**src/rtl/tkvl_pkg.sv**
```systemverilog
// Package for the top-k volume list: record type, mode codes, cell controls.
// Used by tkvl_cell and top_k_volume_list.
`default_nettype none
package tkvl_pkg;

  localparam int DEPTH_DEF = 100;

  localparam int LINK_W   = 31;
  localparam int NODE_W   = 31;
  localparam int PERIOD_W = 8;
  localparam int VOL_W    = 32;
  localparam int MODE_W   = 2;
  localparam int RIDX_W   = 7;
  localparam int COUNT_W  = 7;

  typedef enum logic [MODE_W-1:0] {
    MODE_OFFER = 2'd0,
    MODE_READ  = 2'd1,
    MODE_CLEAR = 2'd2
  } mode_t;

  typedef struct packed {
    logic [LINK_W-1:0]   link;
    logic [NODE_W-1:0]   from_node;
    logic [NODE_W-1:0]   to_node;
    logic [PERIOD_W-1:0] period;
    logic [VOL_W-1:0]    volume;
  } rec_t;

  typedef struct packed {
    logic offer;
    logic clear;
  } cell_ctl_t;

endpackage
`default_nettype wire

```
**src/rtl/tkvl_cell.sv**
```systemverilog
// One slot of the sorted list: holds a record and its valid bit, and takes
// the candidate or its upper neighbor's record on an insert. Uses tkvl_pkg.
`default_nettype none
module tkvl_cell (
  input  wire logic              clk,
  input  wire logic              rst_n,
  input  wire tkvl_pkg::cell_ctl_t ctl,
  input  wire tkvl_pkg::rec_t    cand,
  input  wire tkvl_pkg::rec_t    prev_rec,
  input  wire logic              prev_valid,
  input  wire logic              prev_ins,
  output tkvl_pkg::rec_t         rec,
  output logic                   valid,
  output logic                   ins
);

  tkvl_pkg::rec_t rec_r, rec_nxt;
  logic           valid_r, valid_nxt;

  assign ins   = !valid_r || (rec_r.volume < cand.volume);
  assign rec   = rec_r;
  assign valid = valid_r;

  always_comb begin
    rec_nxt   = rec_r;
    valid_nxt = valid_r;
    if (ctl.clear) begin
      valid_nxt = 1'b0;
    end else if (ctl.offer) begin
      if (prev_ins) begin
        rec_nxt   = prev_rec;
        valid_nxt = prev_valid;
      end else if (ins) begin
        rec_nxt   = cand;
        valid_nxt = 1'b1;
      end
    end
  end

  always_ff @(posedge clk) begin
    if (!rst_n) begin
      valid_r <= 1'b0;
    end else begin
      valid_r <= valid_nxt;
    end
  end

  always_ff @(posedge clk) begin
    rec_r <= rec_nxt;
  end

endmodule
`default_nettype wire

```
**config.mk**
```make
export PLATFORM = sky130hd
export DESIGN_NAME = tkvl_cell
export DESIGN_NICKNAME = d
export VERILOG_FILES = /design/src/rtl/tkvl_pkg.sv /design/src/rtl/tkvl_cell.sv
export SDC_FILE = /design/constraint.sdc
export NUM_CORES = 1
export LEC_CHECK = 0
export BUFFER_PORTS_ARGS = -buffer_cell sky130_fd_sc_hd__buf_4
export CAP_MARGIN = 10
export CORE_AREA = 5 5 154 156
export DETAILED_ROUTE_END_ITERATION = 8
export DIE_AREA = 0 0 159 161
export GPL_TIMING_DRIVEN = 0
export SLEW_MARGIN = 40
export SYNTH_ARGS = -nofsm -noshare
export SYNTH_HDL_FRONTEND = slang
export SYNTH_SLANG_ARGS = --single-unit
```
**constraint.sdc**
```tcl
create_clock -name clk -period 16 [get_ports clk]
set_input_delay 3.2 -clock clk [delete_from_list [all_inputs] [get_ports clk]]
set_output_delay 3.2 -clock clk [all_outputs]
set_load 0.005 [all_outputs]
```
## Word level (Yosys, flattened, before mapping)

Cells that the tools add are included.

- Memories kept: 0
- Bits in writable memories: 0
- Bits in latches: 0
- ROM bits: 0
- Input port bits: 272
- Register bits: 134
- Word-level logic and storage cells: 19
- Output and inout port bits: 135

- Equal/unequal tests: 0
- Shift-type cells: 0
- Bitwise logic cells: 2
- $mul: 0
- Mux-type cells: 4
- Magnitude comparators: 1
- Reduce and logical (&&, ||, !) cells: 6
- $add $sub $neg: 0
- Div/mod/pow operators: 0

Operators by type and width:

| kind | count |
|---|---|
| two-way mux 133 bit | 2 |
| < comparator 32 bit | 1 |
| AND reduction 3 bit | 1 |
| two-way mux 1 bit | 2 |
| inverter 1 bit | 2 |
| AND reduction 2 bit | 1 |
| nonzero test 2 bit | 1 |
| OR reduction 2 bit | 1 |
| logical NOT 1 bit | 1 |
| logical OR 1 bit | 1 |

## Logic depth before layout (Yosys ltp)

- Depth in word-level cells: 4
- Depth in mapped cells: 8
- Gate-level depth less buffers: 8

## Least setup slack after synthesis

Ideal clock, no wire load.

- Kind: input to register
- Start: input prev_ins
- End: register rec_r, in the netlist rec[0] (enable)
- Setup time: 864 ps
- Slack: 699 ps
- Arrival: 14437 ps
- Stages on the path: 4
- Buffers on the path: 2
- Path through: clkbuf_1 -> buf_1 -> inv_1 -> a311oi_1

- Longest elaborated chain between the ends: 2

Ends and longest elaborated chain:

| what | line | RTL |
|---|---|---|
| start, declared | tkvl_cell.sv:11 | `input wire logic prev_ins,` |
| nonzero test 2 bit (no source line) | - |  |
| AND reduction 3 bit (no source line) | - |  |
| end signal, assigned | tkvl_cell.sv:49 | `rec_r <= rec_nxt;` |
| end, declared | tkvl_cell.sv:17 | `tkvl_pkg::rec_t rec_r, rec_nxt;` |

Every way passes these cells.
A chain may end at the register's enable or synchronous reset.

## Final worst setup path

- Start: input cand[2] in the netlist's numbering
- End: output ins

- Longest elaborated chain between the ends: 2

Ends and longest elaborated chain:

| what | line | RTL |
|---|---|---|
| start, declared | tkvl_cell.sv:8 | `input wire tkvl_pkg::rec_t cand,` |
| < comparator 32 bit | tkvl_cell.sv:20 | `assign ins = !valid_r \|\| (rec_r.volume < cand.volume);` |
| logical OR 1 bit | tkvl_cell.sv:20 |  |
| end, declared | tkvl_cell.sv:14 | `output logic ins` |

Every way passes these cells.

==> reports/metrics.cfg <==
[placed_design]
dpl_cell_area_um2=9860
gpl.final_weighted_congestion=0.822
buffers_added_on_ports=405
detailed_place_hpwl_mm=18.1

[sta]
timing.slew.headroom_pct=54.2
fin_crit_ns=8.24
final_hold_viol_count=0
grt_setup_unrepaired=no
setup-violations-final=0
min_period_over_period_pct=51.5
maximum_achievable_frequency_mhz=121
tightest_slew_ns=0.687
worst_clock_skew_ns=0.0196
final_max_slew_viol_count=0
fin_tns_setup_ns=0

[clock_tree]
h-tree-depth=4
holdBufCountCts=0
cts_setup_buffers=0
cts.sink_count=134
cts.clk_slew.worst_paths_ns=0.06
tritoncts=yes
max-clock-path-buffers=2
clk_root_buffer_cell=clkbuf_16
cts-resized-gates=0
clkLatencyLatePin_ns=0.42
cts-buffers-inserted=17

[setup_path]
start_kind=primary input
critPathKind=in2out
end_kind=output pin
worst_ep_required_time_ns=12.80
worst_ep_arrival_time_ns=5.04
worst-path-max-fanout=2

[synth]
ys_types=29
yosys_warnings=0
share_of_synthesized_registers_carrying_an_async_set_or_reset_pct=0
synthDominantAreaCellType=edfxtp_1
netlist.area_leader.share_pct=63.1
syn-cell-area_um2=6330
synth.net_count=734
post_synthesis_cells=431
synth_top_flop_cell=edfxtp_1
post-synth-top-count-cell=edfxtp_1
ys_ff_latch=134
synth.area.top_cells=edfxtp_1 (63%), mux2_2 (18%), ha_1 (6.1%)
synth-seq-area-share_pct=63.4
postSynthAreaPerCell_um2=14.7
top_cells_by_instance_count_after_synthesis=edfxtp_1 (133), mux2_2 (102), nand2_1 (38)
synth_edf_count=133

[die]
start_util_pct=28.5
fp.dieArea_um2=25600
die-width_um=159
io-pin-count=407
die_height_um=161
fp.coreArea_um2=22200
floorplan.rows=55

[final_layout]
stdcell_area_um2=10400
post_route_cells_drive_above_1_share_pct=64.1
synthToLayoutAreaGrowth_pct=64.4
antenna_cells=0
fill_cell_total_of_the_finished_layout=2081
finalNetCount=1173
final_util_pct=46.8

[job]
cap_violations=0

[route]
detailedRoute.firstPassIterationCount=4
drt_first_iter_violations=215
detailroute.via_count=5158
routedWlPerCell_um=18.8
post_drt_via_cell_ratio=4.42
totalWireLength_mm=22.0
route.detailed.drc=0
final_antenna_net_count=0

[pwr]
report.power.total_uw=933
power_density_nw_per_um2=89.7
vdd_drop_max_mv=0.0591
leakage_nw=4.61

[status]
status=completed

[global_route]
global_route.overflow_total=0
grt_max_degree=17
grt_antenna_before_repair=0
grt_first_pass_wirelength_mm=32.3
first_global_vias=5639
grt_use_total_pct=16.3

[worst_hold_path]
worstHoldPathType=reg2reg

-- report_power, final --
| group | switching, mW | total [mW] | internal (mW) |
|---|---|---|---|
| clock network | 0.169 | 0.372 | 0.203 |
| logic | 0.0549 | 0.146 | 0.0908 |
| registers | 0.00583 | 0.415 | 0.409 |
| total | 0.230 | 0.933 | 0.703 |
-- stage by stage --
step	instances	worst slack (ns)	hold slack, ns
6_report	1168	7.76	0.642
4_1_cts	1168	7.71	0.641
2_1_floorplan	431	0.699	0.582
3_5_place_dp	1136	7.71	0.632
3_3_place_gp	1121	-6.17	0.589
5_1_grt	1168	7.64	0.694
-- area by class of cell --
class	count	area (µm²)	area share, %
clock buffer	18	429	4.12
inverter	33	124	1.19
clock inverter	14	119	1.14
timing repair buffer	420	3150	30.3
tap	285	357	3.43
multi-input combinational	246	2130	20.5
buffer	18	78.8	0.758
sequential	134	4010	38.6
-- critical path, cell delays in order --
cell and delay [ns]:
buf_4 0.08, inv_1 0.04, ha_1 0.30, a211o_1 0.29, a31oi_1 0.19, o221ai_1 0.17, a211oi_2 0.31, o21ai_1 0.25
nand2_1 0.12, buf_4 0.11
-- cells by family after synthesis --
kind of cell / count (synthesis) / synth area share (%)
DFF: 134 / 63.4
muxes: 102 / 18.1
AOI/OAI and AO/OA: 59 / 5.34
and+or+nand+nor: 54 / 3.78
buffers and inverters: 51 / 3.18
adders and majority gates: 31 / 6.13
-- sequential cells by signal, summed over array words and instances (netlist names) --
name,flops
rec,133
valid,1
-- placed cells by master, fill, tap and decap left out, types with 2 or more instances in the layout --
master | netlist | routed
a211oi_2 | 2 | 2
a21o_1 | 2 | 2
a21oi_1 | 12 | 12
buf_1 | 4 | 3
buf_2 | 8 | 9
buf_4 | 0 | 420
clkbuf_1 | 6 | 7
clkbuf_16 | 0 | 17
clkinv_4 | 0 | 2
clkinvlp_4 | 0 | 4
edfxtp_1 | 133 | 133
ha_1 | 31 | 31
inv_1 | 33 | 33
inv_6 | 0 | 5
inv_8 | 0 | 2
mux2_2 | 102 | 102
nand2_1 | 38 | 38
nand3_1 | 3 | 3
nand4_1 | 6 | 6
nor2_1 | 2 | 2
o21ai_0 | 34 | 34
o21ai_1 | 2 | 2
-- worst paths after layout --
check | cells after the start | slack (ns) | end | from
setup / recovery | 10 | 7.76 | ins | cand[2]
hold / removal | 2 | 0.64 | valid | valid
setup reg to reg | 11 | 12.25 | rec[94] | rec[2]
hold reg to reg | 2 | 0.64 | valid | valid
-- routing by layer --
layer  wire length (µm)  global-route usage (%)  vias up
li1                   -                       -     2497
met1               8140                    17.4     2402
met2              11500                    29.1      236
met3               1990                    6.99       23
met4                409                    5.23        0
met5                  0                       0        -
Note: power is estimated with default switching activity, not from simulation.
